### config.mk
export PLATFORM = sky130hd
export DESIGN_NAME = mfap_ctrl
export DESIGN_NICKNAME = d
export VERILOG_FILES = /design/src/mfap_pkg.sv /design/src/mfap_ctrl.sv
export SDC_FILE = /design/constraint.sdc
export NUM_CORES = 1
export LEC_CHECK = 0
export BUFFER_PORTS_ARGS = -buffer_cell sky130_fd_sc_hd__buf_2
export CAP_MARGIN = 20
export CORE_AREA = 2 2 39 41
export DETAILED_ROUTE_END_ITERATION = 16
export DIE_AREA = 0 0 41 43
export SLEW_MARGIN = 15
export SYNTH_ARGS = -nofsm -noshare
export SYNTH_HDL_FRONTEND = slang
export SYNTH_SLANG_ARGS = --single-unit
### constraint.sdc
create_clock -name clk -period 3.3 [get_ports clk]
set_clock_uncertainty 0.1 [all_clocks]
set_input_delay 0.66 -clock clk [delete_from_list [all_inputs] [get_ports clk]]
set_output_delay 0.66 -clock clk [all_outputs]
set_load 0.01 [all_outputs]
### src/mfap_pkg.sv
// ----------------------------------------------------------------------------
// mfap_pkg
// shared types, operation codes and constants of the max-flow block
// ----------------------------------------------------------------------------
package mfap_pkg;

  localparam int NODE_PORT_BITS = 4;
  localparam int CAP_PORT_BITS  = 32;
  localparam int FLOW_BITS      = 40;

  localparam logic CMD_WRITE = 1'b0;
  localparam logic CMD_RUN   = 1'b1;

  localparam logic STATUS_OK        = 1'b0;
  localparam logic STATUS_SAME_NODE = 1'b1;

  typedef logic [3:0] op_t;

  localparam op_t OP_IDLE      = 4'd0;
  localparam op_t OP_CLEAR     = 4'd1;
  localparam op_t OP_COPY      = 4'd2;
  localparam op_t OP_COPY_TAIL = 4'd3;
  localparam op_t OP_BFS_INIT  = 4'd4;
  localparam op_t OP_POP       = 4'd5;
  localparam op_t OP_SCAN_RD   = 4'd6;
  localparam op_t OP_SCAN_CHK  = 4'd7;
  localparam op_t OP_NECK_RD   = 4'd8;
  localparam op_t OP_NECK_CHK  = 4'd9;
  localparam op_t OP_UPD_RD    = 4'd10;
  localparam op_t OP_UPD_WR1   = 4'd11;
  localparam op_t OP_UPD_WR2   = 4'd12;
  localparam op_t OP_FLOW_ADD  = 4'd13;
  localparam op_t OP_DONE      = 4'd14;

  typedef struct packed {
    op_t  op;
    logic in_ready;
  } ctrl_cmd_t;

  typedef struct packed {
    logic run_go;
    logic run_trivial;
    logic k_last;
    logic head_lt_tail;
    logic dst_visited;
    logic v_last;
    logic path_end;
    logic out_free;
  } dp_status_t;

endpackage

### src/mfap_ctrl.sv
// ----------------------------------------------------------------------------
// mfap_ctrl
// sequencer: clearing pass, matrix copy, search, bottleneck and update walks
// ----------------------------------------------------------------------------
module mfap_ctrl
  import mfap_pkg::*;
(
  input  logic       clk,
  input  logic       rst_n,
  input  dp_status_t st,
  output ctrl_cmd_t  cmd
);

  localparam logic [3:0] S_IDLE      = 4'd0;
  localparam logic [3:0] S_CLEAR     = 4'd1;
  localparam logic [3:0] S_COPY      = 4'd2;
  localparam logic [3:0] S_COPY_TAIL = 4'd3;
  localparam logic [3:0] S_BFS_INIT  = 4'd4;
  localparam logic [3:0] S_POP       = 4'd5;
  localparam logic [3:0] S_SCAN_RD   = 4'd6;
  localparam logic [3:0] S_SCAN_CHK  = 4'd7;
  localparam logic [3:0] S_NECK_RD   = 4'd8;
  localparam logic [3:0] S_NECK_CHK  = 4'd9;
  localparam logic [3:0] S_UPD_RD    = 4'd10;
  localparam logic [3:0] S_UPD_WR1   = 4'd11;
  localparam logic [3:0] S_UPD_WR2   = 4'd12;
  localparam logic [3:0] S_FLOW_ADD  = 4'd13;
  localparam logic [3:0] S_DONE      = 4'd14;

  logic [3:0] state_r, state_nxt;

  always_ff @(posedge clk) begin
    if (!rst_n) begin
      state_r <= S_CLEAR;
    end else begin
      state_r <= state_nxt;
    end
  end

  always_comb begin
    state_nxt = state_r;
    case (state_r)
      S_CLEAR:     if (st.k_last) state_nxt = S_IDLE;
      S_IDLE:      if (st.run_go) state_nxt = st.run_trivial ? S_DONE : S_COPY;
      S_COPY:      if (st.k_last) state_nxt = S_COPY_TAIL;
      S_COPY_TAIL: state_nxt = S_BFS_INIT;
      S_BFS_INIT:  state_nxt = S_POP;
      S_POP: begin
        if (st.head_lt_tail)     state_nxt = S_SCAN_RD;
        else if (st.dst_visited) state_nxt = S_NECK_RD;
        else                     state_nxt = S_DONE;
      end
      S_SCAN_RD:   state_nxt = S_SCAN_CHK;
      S_SCAN_CHK:  state_nxt = st.v_last ? S_POP : S_SCAN_RD;
      S_NECK_RD:   state_nxt = st.path_end ? S_UPD_RD : S_NECK_CHK;
      S_NECK_CHK:  state_nxt = S_NECK_RD;
      S_UPD_RD:    state_nxt = st.path_end ? S_FLOW_ADD : S_UPD_WR1;
      S_UPD_WR1:   state_nxt = S_UPD_WR2;
      S_UPD_WR2:   state_nxt = S_UPD_RD;
      S_FLOW_ADD:  state_nxt = S_BFS_INIT;
      S_DONE:      if (st.out_free) state_nxt = S_IDLE;
      default:     state_nxt = S_IDLE;
    endcase
  end

  always_comb begin
    cmd.in_ready = (state_r == S_IDLE);
    case (state_r)
      S_IDLE:      cmd.op = OP_IDLE;
      S_CLEAR:     cmd.op = OP_CLEAR;
      S_COPY:      cmd.op = OP_COPY;
      S_COPY_TAIL: cmd.op = OP_COPY_TAIL;
      S_BFS_INIT:  cmd.op = OP_BFS_INIT;
      S_POP:       cmd.op = OP_POP;
      S_SCAN_RD:   cmd.op = OP_SCAN_RD;
      S_SCAN_CHK:  cmd.op = OP_SCAN_CHK;
      S_NECK_RD:   cmd.op = OP_NECK_RD;
      S_NECK_CHK:  cmd.op = OP_NECK_CHK;
      S_UPD_RD:    cmd.op = OP_UPD_RD;
      S_UPD_WR1:   cmd.op = OP_UPD_WR1;
      S_UPD_WR2:   cmd.op = OP_UPD_WR2;
      S_FLOW_ADD:  cmd.op = OP_FLOW_ADD;
      S_DONE:      cmd.op = OP_DONE;
      default:     cmd.op = OP_IDLE;
    endcase
  end

endmodule

Word level (Yosys, flattened, before mapping) --
Memories as Yosys holds them, arrays and structs flattened. A register that Yosys moved wholly into a read port is not among the register bits. Cells that the tools add are included.
Word-level totals: register bits 4, bits in read-only memories 64, input bits 10, output and inout port bits 5, logic and storage cells 36, memories 1
Cells by class: eq/ne operators 18, muxes and demuxes 13, reductions and logical operators 3
Memory list:
- (name not given) | words 16, width 4, read ports 1, clocked after Yosys merged registers in 1, wr ports 0, RTL line mfap_ctrl.sv:68 | case (state_r)
Operators by type and width (number):
- 4-bit case mux with 14 select lines | 1
- 4-bit 2-to-1 mux | 8
- 4-bit equality test (second input constant) | 7
- 4-bit by 3-bit equality test with 1-bit output (second input constant) | 4
- 4-bit by 2-bit equality test with 1-bit output (second input constant) | 2
- 2-bit inequality test (second input constant) | 4
- 3-bit 2-to-1 mux | 2
- 4-bit by 1-bit equality test with 1-bit output (second input constant) | 1
- 4-bit zero test | 1
- 2-bit 2-to-1 mux | 2
- 4-bit AND reduction | 1
- 2-bit OR reduction | 1

Depth between registers and ports, before layout --
Gate-level depths: netlist of run 1.
depth after elaboration 5, gate-level depth with buffers 5, gate-level depth less buffers 4

Worst setup path before layout of run 1 --
Ideal clock, no wire load.
path type flip-flop to output port, start point reg state_r[1], end point out cmd[0] (netlist name), arrival 951 ps, required time 2540 ps, setup slack 1589 ps, cell stages (with the launch flop) 3, buffers on the path 1, cells stage by stage dfxtp_1 buf_2 nor4_1
RTL lines:
- start, declared | RTL line mfap_ctrl.sv:30 | logic [3:0] state_r, state_nxt;
- start signal, assigned | RTL line mfap_ctrl.sv:36 | state_r <= state_nxt;
- end, declared | RTL line mfap_ctrl.sv:11 | output ctrl_cmd_t cmd

==> results.cfg, run 1 <==
[worst_setup_path]
crit_arrival_ns = 1.17
critPathCaptureType = primary output
path_class = register to primary output
crit_chain = nor4_1 -> buf_2
cp_max_fo = 16
critPathBufInv = 1
cp_top_family = flip-flops
required_ns = 2.54
cp-start-kind = register
critPathMaxStageDelay_ns = 0.45
slowest_stage = dfxtp_1

[timing]
report.final.slew_viol_count = 0
slew-limit-headroom_pct = 66.8
hold_viol_final = 0
timing.final.crit_share_pct = 58.5
fmax_ghz = 0.518
setup_viol = 0
tns_ns = 0
worst_pin_slew_ns = 0.497
grt_setup_unrepaired = false
min_period_ns = 1.93

[grt]
grt_max_degree = 17
grt_pass1_vias = 459
antenna_found_initial = 0
grt_overflow = 0
grt_usage_pct = 17.5
grt_pass1_wl_um = 2030

[clock_network]
cts-resized-gates = 0
cts_buffers = 3
cts_tree = done
clk_latency_ns = 0.25
cts_sinks = 8
post_cts_buffers = 0
cts_buffer_depth = 2
cts_max_level = 1
clkTransAtPathRegs_ns = 0.05
cts_root_buf = clkbuf_4
ctsHoldBuffers = 0

[finish]
fin_nets = 88
layout_common_cells = 14 x buf_2, 8 x dfxtp_1, 5 x o21ai_0, 5 x nand2_1
area_growth_syn_to_layout_pct = 15.3
fin_util_pct = 44.8
fillers = 144
drive_gt1_share_pct = 28.9
mostFrequentLayoutCell = buf_2
diodes = 0

[floorplan]
core_sq_um = 1380
die_w_um = 41
dieArea_sq_um = 1760
initial_core_util_pct = 38.9
num_rows = 14
die_y_um = 43
io_pins = 15

[synthesis]
synth_nets = 74
ys_seq_area_share_pct = 29.8
yosysWarnings = 0
syn-instance-count = 64
postSynthAreaPerCell_sq_um = 8.41
syn_area_sq_um = 538
synth_cell_types = 32
ys_ff_latch = 8

[route]
drt_iter0_markers = 10
antenna_left = 0
wire_per_inst_um = 13.5
wl_met2_um = 592
vias_per_cell = 5.93
vias = 546
met1_length_um = 582
drc = 0
drt-pass1-iter-count = 4
highest_layer = met4
wl_um = 1250
dr_wl_met3_um = 59

[flow_run]
drv_cap = 0

[outcome]
run_status = finished clean

[placed_design]
finalWeightedCongestion = 0.759
port_buffers = 14
place_hpwl_um = 882

[power_and_ir_drop]
ir_worst_vdd_uv = 194
p_leak_nw = 0.258
total_power_w = 0.000249
cellPowerDensity_nw_per_um2 = 401

[worst_hold_path]
hp-class = primary input to register
-- synth_stat cells --
cell type | instances | share of area (%)
dfxtp_1 | 8 | 30
nand2_1 | 5 | 3.5
o21ai_0 | 5 | 4.7
a21oi_1 | 4 | 3.7
nor2_1 | 4 | 2.8
buf_2 | 3 | 2.8
a31o_1 | 2 | 3.3
inv_1 | 2 | 1.4
nand2b_1 | 2 | 2.3
nor2b_1 | 2 | 2.3
nor4_1 | 2 | 2.3
o21ai_1 | 2 | 1.9
o221a_2 | 2 | 4.2
o221ai_1 | 2 | 3.3
o31ai_1 | 2 | 2.8
a2111oi_2 | 1 | 2.8
a32oi_1 | 1 | 1.6
and2_1 | 1 | 1.2
and3_1 | 1 | 1.2
and4b_1 | 1 | 1.9
buf_1 | 1 | 0.70
buf_6 | 1 | 2.1
nand3b_1 | 1 | 1.4
nand4_1 | 1 | 1.2
nor4b_4 | 1 | 4.4
o21a_1 | 1 | 1.4
o21bai_1 | 1 | 1.4
o2bb2ai_1 | 1 | 1.6
o311a_1 | 1 | 1.9
or3_1 | 1 | 1.2
or3b_1 | 1 | 1.6
or3b_2 | 1 | 1.6
-- logic make-up after synthesis --
| family | synth area share [%] |
|---|---|
| simple gates | 28.8 |
| compound gates | 34.4 |
| buf+inv | 6.98 |
| flops | 29.8 |
-- state kept, by name, summed over array words and instances, names as in the netlist --
| signal | flops |
|---|---|
| state_r | 4 |
| cmd | 4 |
-- final timing paths --
check	endpoint	slack [ns]	from	cells after the start
hold reg to reg	state_r[2]	0.75	state_r[1]	3
hold / removal	state_r[0]	0.57	st[5]	2
setup / recovery	cmd[0]	1.37	state_r[1]	2
setup reg to reg	cmd[2]	1.51	state_r[3]	4
-- layout make-up --
type                            instances  area, sq um  share of cell area [%]
Timing Repair Buffer                   14         70.1                    11.3
Multi-Input combinational cell         49          340                    54.8
Tap cell                               16         20.0                    3.23
Clock buffer                            3         22.5                    3.63
Inverter                                2         7.51                    1.21
Sequential cell                         8          160                    25.8
-- metal layers --
layer	track usage, %	up-vias
met5	0	-
met4	8.00	0
met3	7.85	2
met2	25.0	14
met1	21.8	257
li1	-	273
-- metrics by stage --
step / hold WS [ns] / instance area (sq um) / worst slack (ns) / cells
detailed placement: 0.748 / 598 / 1.40 / 89
floorplan: 0.533 / 538 / 1.59 / 64
CTS: 0.571 / 621 / 1.36 / 92
global route: 0.578 / 621 / 1.29 / 92
finish: 0.571 / 621 / 1.37 / 92
global placement: 0.753 / 598 / 1.43 / 89
-- report_power, final --
group	leakage, nW	total, W	switching, W	internal (W)
combinational	0.179	0.0000554	0.0000295	0.0000260
clock	0.0138	0.0000753	0.0000337	0.0000416
sequential	0.0655	0.000118	0.0000142	0.000104
(Power assumes the default switching activity.)
==> inputs of run 2 (changes only) <==
--- a/config.mk
+++ b/config.mk
@@ -10,6 +10,7 @@
 export CORE_AREA = 2 2 39 41
 export DETAILED_ROUTE_END_ITERATION = 16
 export DIE_AREA = 0 0 41 43
+export PLACE_DENSITY = 0.67
 export SLEW_MARGIN = 15
 export SYNTH_ARGS = -nofsm -noshare
 export SYNTH_HDL_FRONTEND = slang
==> constraint.sdc (replaced) <==
create_clock -name clk -period 1.72 [get_ports clk]
set_clock_uncertainty 0.1 [all_clocks]
set_input_delay 0.344 -clock clk [delete_from_list [all_inputs] [get_ports clk]]
set_output_delay 0.344 -clock clk [all_outputs]
set_load 0.01 [all_outputs]
==> results.cfg, run 2 (same netlist as run 1, synthesis figures left out) <==
[placed_design]
place_ws_ns = 0.162
finalWeightedCongestion = 0.768
port_buffers = 14
place_hpwl_um = 965

[finish]
layout_common_cells = 14 x buf_2, 7 x buf_4, 6 x dfxtp_1, 5 x o21ai_0, 5 x nand2_1
fin_nets = 95
diodes = 0
fillers = 136
area_growth_syn_to_layout_pct = 25.6
drive_gt1_share_pct = 37.3
mostFrequentLayoutCell = buf_2

[grt]
grt_max_degree = 12
antenna_found_initial = 0
busiest_layer = met2
grt_usage_pct = 17.7
grtUsageMet1_pct = 23.7
grtUsageMet2_pct = 23.8
grt_pass1_wl_um = 2060
grt_overflow = 0
grt_util_met3_pct = 7.85
grt_pass1_vias = 476

[timing]
setup_viol = 0
min_period_ns = 1.63
hold_slack_ns = 0.226
tns_ns = 0
timing.final.crit_share_pct = 94.9
report.final.slew_viol_count = 0
fmax_ghz = 0.613
worst_pin_slew_ns = 0.427
hold_viol_final = 0
grt_setup_unrepaired = false
slew-limit-headroom_pct = 71.2
setup_slack_ns = 0.0877

[power_and_ir_drop]
swShare_pct = 31.1
pwr-share-seq_pct = 43.0
ir_worst_vdd_uv = 372
p_int_w = 0.000343
p_comb_share_pct = 26.8
p_leak_nw = 0.295
switchingPower_w = 0.000155
clkPwrFrac_pct = 30.2
cellPowerDensity_nw_per_um2 = 736
total_power_w = 0.000497

[route]
antenna_left = 0
drt_iter0_markers = 12
vias = 547
drc = 0
wl_um = 1260
vias_per_cell = 5.53
drt-pass1-iter-count = 2
wire_per_inst_um = 12.8

[floorplan]
die_y_um = 43
die_w_um = 41
core_sq_um = 1380
num_rows = 14
dieArea_sq_um = 1760
initial_core_util_pct = 38.9
io_pins = 15

[worst_setup_path]
cp_max_fo = 7
slowest_stage = dfxtp_2
cp-start-kind = register
required_ns = 1.28
cp_top_family = flip-flops
crit_chain = buf_4 -> nor4_1 -> buf_2
critPathCaptureType = primary output
crit_arrival_ns = 1.19
critPathBufInv = 2
critPathMaxStageDelay_ns = 0.35
path_class = register to primary output

[clock_network]
cts_sinks = 8
cts_buffers = 3
cts_max_level = 1
clkTransAtPathRegs_ns = 0.06
cts_buffer_depth = 2
clk_latency_ns = 0.26
cts_tree = done
cts_root_buf = clkbuf_4

[worst_hold_path]
hp-class = primary input to register

[outcome]
run_status = finished clean

[flow_run]
drv_cap = 0
-- run 2: cell types whose count changed in the layout (fill, tap and decap cells not counted), sizes merged --
cell and delta:
buf +7
-- run 2: path summary, 6_finish.rpt --
check	from	endpoint	slack (ns)	cells past startpoint
worst min register to register	state_r[0]	state_r[2]	0.56	3
worst max register to register	state_r[2]	cmd[4]	0.16	4
worst max-delay path	state_r[1]	cmd[0]	0.09	3
worst min-delay path	st[5]	state_r[0]	0.23	2
-- run 2: cell type report --
class | instances | area, sq um | share of cell area [%]
flip-flops and latches | 8 | 163 | 24.1
repair buffers | 21 | 123 | 18.1
clock buffers | 3 | 22.5 | 3.33
multi-input cells | 49 | 340 | 50.4
inverters | 2 | 7.51 | 1.11
well taps | 16 | 20.0 | 2.96
-- run 2: per-stage QoR --
step | instances | utilization (%) | cell area [sq um]
after floorplan | 64 | - | 538
after global placement | 96 | 47.0 | 651
after detailed placement | 96 | 47.0 | 651
after CTS | 99 | 48.6 | 673
after global routing | 99 | 48.8 | 676
final | 99 | 48.8 | 676
-- run 2: power by group through the flow --
stage               logic (W)  registers [W]  clock network [W]
finish               0.000133       0.000214           0.000150
global route         0.000151       0.000215           0.000168
CTS                  0.000133       0.000213           0.000151
detailed placement   0.000133       0.000216                  0
global placement     0.000131       0.000217                  0
floorplan           0.0000864       0.000215                  0
-- run 2: repair_timing --
action | 4_1_cts | 5_1_grt
hold buffers | 0 | 0
endpoints found under the setup margin | 0 | 1
buffers inserted | 0 | 0
resized for setup | 0 | 2
-- run 2: per-layer routing --
layer | wire (um) | vias to the layer above
met2 | 546 | 11
met3 | 50 | 2
met4 | 14 | 0
met5 | 0 | -
met1 | 652 | 247
li1 | - | 287
==> inputs of run 3 (changes only) <==
--- a/config.mk
+++ b/config.mk
@@ -5,12 +5,13 @@
 export SDC_FILE = /design/constraint.sdc
 export NUM_CORES = 1
 export LEC_CHECK = 0
+export ABC_AREA = 1
 export BUFFER_PORTS_ARGS = -buffer_cell sky130_fd_sc_hd__buf_2
 export CAP_MARGIN = 20
 export CORE_AREA = 2 2 39 41
 export DETAILED_ROUTE_END_ITERATION = 16
 export DIE_AREA = 0 0 41 43
-export PLACE_DENSITY = 0.67
+export PLACE_DENSITY = 0.66
 export SLEW_MARGIN = 15
 export SYNTH_ARGS = -nofsm -noshare
 export SYNTH_HDL_FRONTEND = slang
==> results.cfg, run 3 <==
[floorplan]
core_sq_um = 1380
dieArea_sq_um = 1760
io_pins = 15
die_w_um = 41
num_rows = 14
die_y_um = 43
initial_core_util_pct = 38.5

[grt]
grt_usage_pct = 15.3
grt_pass1_wl_um = 1850
grt_pass1_vias = 481
grt_max_degree = 9
antenna_found_initial = 0
grt_overflow = 0

[clock_network]
cts_root_buf = clkbuf_4
clkTransAtPathRegs_ns = 0.05
cts_max_level = 1
cts_buffers = 3
post_cts_buffers = 0
cts_buffer_depth = 2
cts_sinks = 8
clk_latency_ns = 0.25
cts_tree = done

[synthesis]
yosysWarnings = 0
synth_cell_types = 17
synth_edf_count = 0
synth_top_area_share_pct = 30.0
ys.flop_type = dfxtp_1
synth_area_leader_cell = dfxtp_1
syn-instance-count = 87
ys_ff_latch = 8
syn_area_sq_um = 533
synth-async-reset-ratio_pct = 0
synth_nets = 97
postSynthAreaPerCell_sq_um = 6.13
synthTopCellsByCount = 18 x nand2_1, 18 x nor2_1, 13 x inv_1
ys_top_cells_by_area = dfxtp_1 30%, nand2_1 13%, nor2_1 13%
ys_seq_area_share_pct = 30.0

[power_and_ir_drop]
p_int_w = 0.000562
switchingPower_w = 0.000524
p_comb_share_pct = 55.8
total_power_w = 0.00109
swShare_pct = 48.3
clkPwrFrac_pct = 13.0
pwr-share-seq_pct = 31.2
cellPowerDensity_nw_per_um2 = 1680
ir_worst_vdd_uv = 732
p_leak_nw = 0.375

[outcome]
run_status = finished clean

[timing]
fmax_ghz = 0.630
min_period_ns = 1.59
setup_viol = 0
tns_ns = 0
slew-limit-headroom_pct = 78.1
hold_viol_final = 0
grt_setup_unrepaired = false
worst_pin_slew_ns = 0.328
report.final.slew_viol_count = 0
timing.final.crit_share_pct = 92.3

[worst_setup_path]
critPathMaxStageDelay_ns = 0.51
reg2reg_slack_ns = 0.29
cp-start-kind = register
crit_arrival_ns = 1.14
critPathCaptureType = primary output
r2r_end = state_r[0]
path_depth = 4
path_class = register to primary output
cp_top_family = flip-flops
crit_chain = nor2_4 -> nand2_1 -> inv_1 -> buf_2
crit_end = cmd[0]
rr_startpoint = state_r[2]
required_ns = 1.28
reg2reg_depth = 7
crit_start = state_r[1]
cp_max_fo = 6
critPathBufInv = 2
slowest_stage = dfxtp_1

[route]
vias_per_cell = 4.71
drc = 0
wire_per_inst_um = 9.00
wl_um = 1070
antenna_left = 0
vias = 560
drt-pass1-iter-count = 4
drt_iter0_markers = 23

[placed_design]
finalWeightedCongestion = 0.818
port_buffers = 14
place_hpwl_um = 848

[finish]
drive_gt1_share_pct = 27.2
layout_common_cells = 18 x nand2_1, 18 x nor2_1, 14 x buf_2, 13 x inv_1, 12 x nand3_1
area_growth_syn_to_layout_pct = 21.1
diodes = 0
fin_nets = 115

[flow_run]
drv_cap = 0

[worst_hold_path]
hp-class = primary input to register
==> run 3: cell count changes after synthesis, sizes merged, moves of 4 or more <==
cell   change
nand3     +12
buf        -4
inv       +14
nand2     +17
nor2      +17
o21ai      -5
==> run 3: final cells by class <==
class,instances,area [sq um]
Clock buffer,3,22.5
Fill cell,149,738
Inverter,16,60.1
Multi-Input combinational cell,62,313
Sequential cell,8,160
Tap cell,16,20.0
Timing Repair Buffer,14,70.1
==> run 3: logic make-up (layout without fill, tap and decap cells) <==
kind of cell | Yosys count | count (layout) | share of synthesized area, %
AOI/OAI and AO/OA | 6 | 6 | 7.51
DFF | 8 | 8 | 30.0
and+or+nand+nor | 56 | 56 | 50.2
buffers and inverters | 17 | 33 | 12.2
==> run 3: timing repair <==
item | in CTS | in global routing
hold buffers | 0 | 0
endpoints found under the hold margin | 0 | 0
endpoints found under the setup margin | 0 | 1
gates resized for setup | 0 | 1
==> run 3: per-stage QoR <==
step                worst slack (ns)  util (%)  instance area, sq um  hold slack, ns  cells
global placement               0.290      44.7                   618           0.477    116
finish                         0.133      46.7                   646           0.223    119
detailed placement             0.304      44.7                   618           0.478    116
floorplan                      0.415         -                   533           0.343     87
global route                  0.0532      46.7                   646           0.220    119
CTS                           0.0661      46.3                   641           0.221    119
==> run 3: metal layers <==
metal / share of wire [%] / global-route usage, %
met1: 48 / 21.0
met2: 46 / 21.6
met3: 6.3 / 6.28
met4: 0 / 4.00
met5: 0 / 0
==> run 3: worst register-to-register path, cell delays in order, from the launching register on <==
cell	delay [ns]
dfxtp_1	0.47
nand2_1	0.15
nor2_1	0.14
nand2_2	0.07
nand2_4	0.09
nor2_8	0.05
o21ai_1	0.12
o211ai_1	0.11
==> run 3: power by group through the flow <==
stage          sequential [W]  combinational (W)  clock [W]
3_5_place_dp         0.000337           0.000597          0
6_report             0.000339           0.000606   0.000141
2_1_floorplan        0.000334           0.000458          0
3_3_place_gp         0.000333           0.000600          0
4_1_cts              0.000333           0.000601   0.000145
5_1_grt              0.000351           0.000693   0.000154
==> run 3: worst min path at each step <==
stage	start	cells after the start	slack [ns]	end
6_report	rst_n	2	0.22	cmd[1]
5_1_grt	rst_n	2	0.22	state_r[0]
4_1_cts	rst_n	2	0.22	state_r[0]
3_5_place_dp	rst_n	2	0.48	state_r[0]
3_3_place_gp	rst_n	2	0.48	cmd[1]
2_1_floorplan	rst_n	1	0.34	cmd[1]
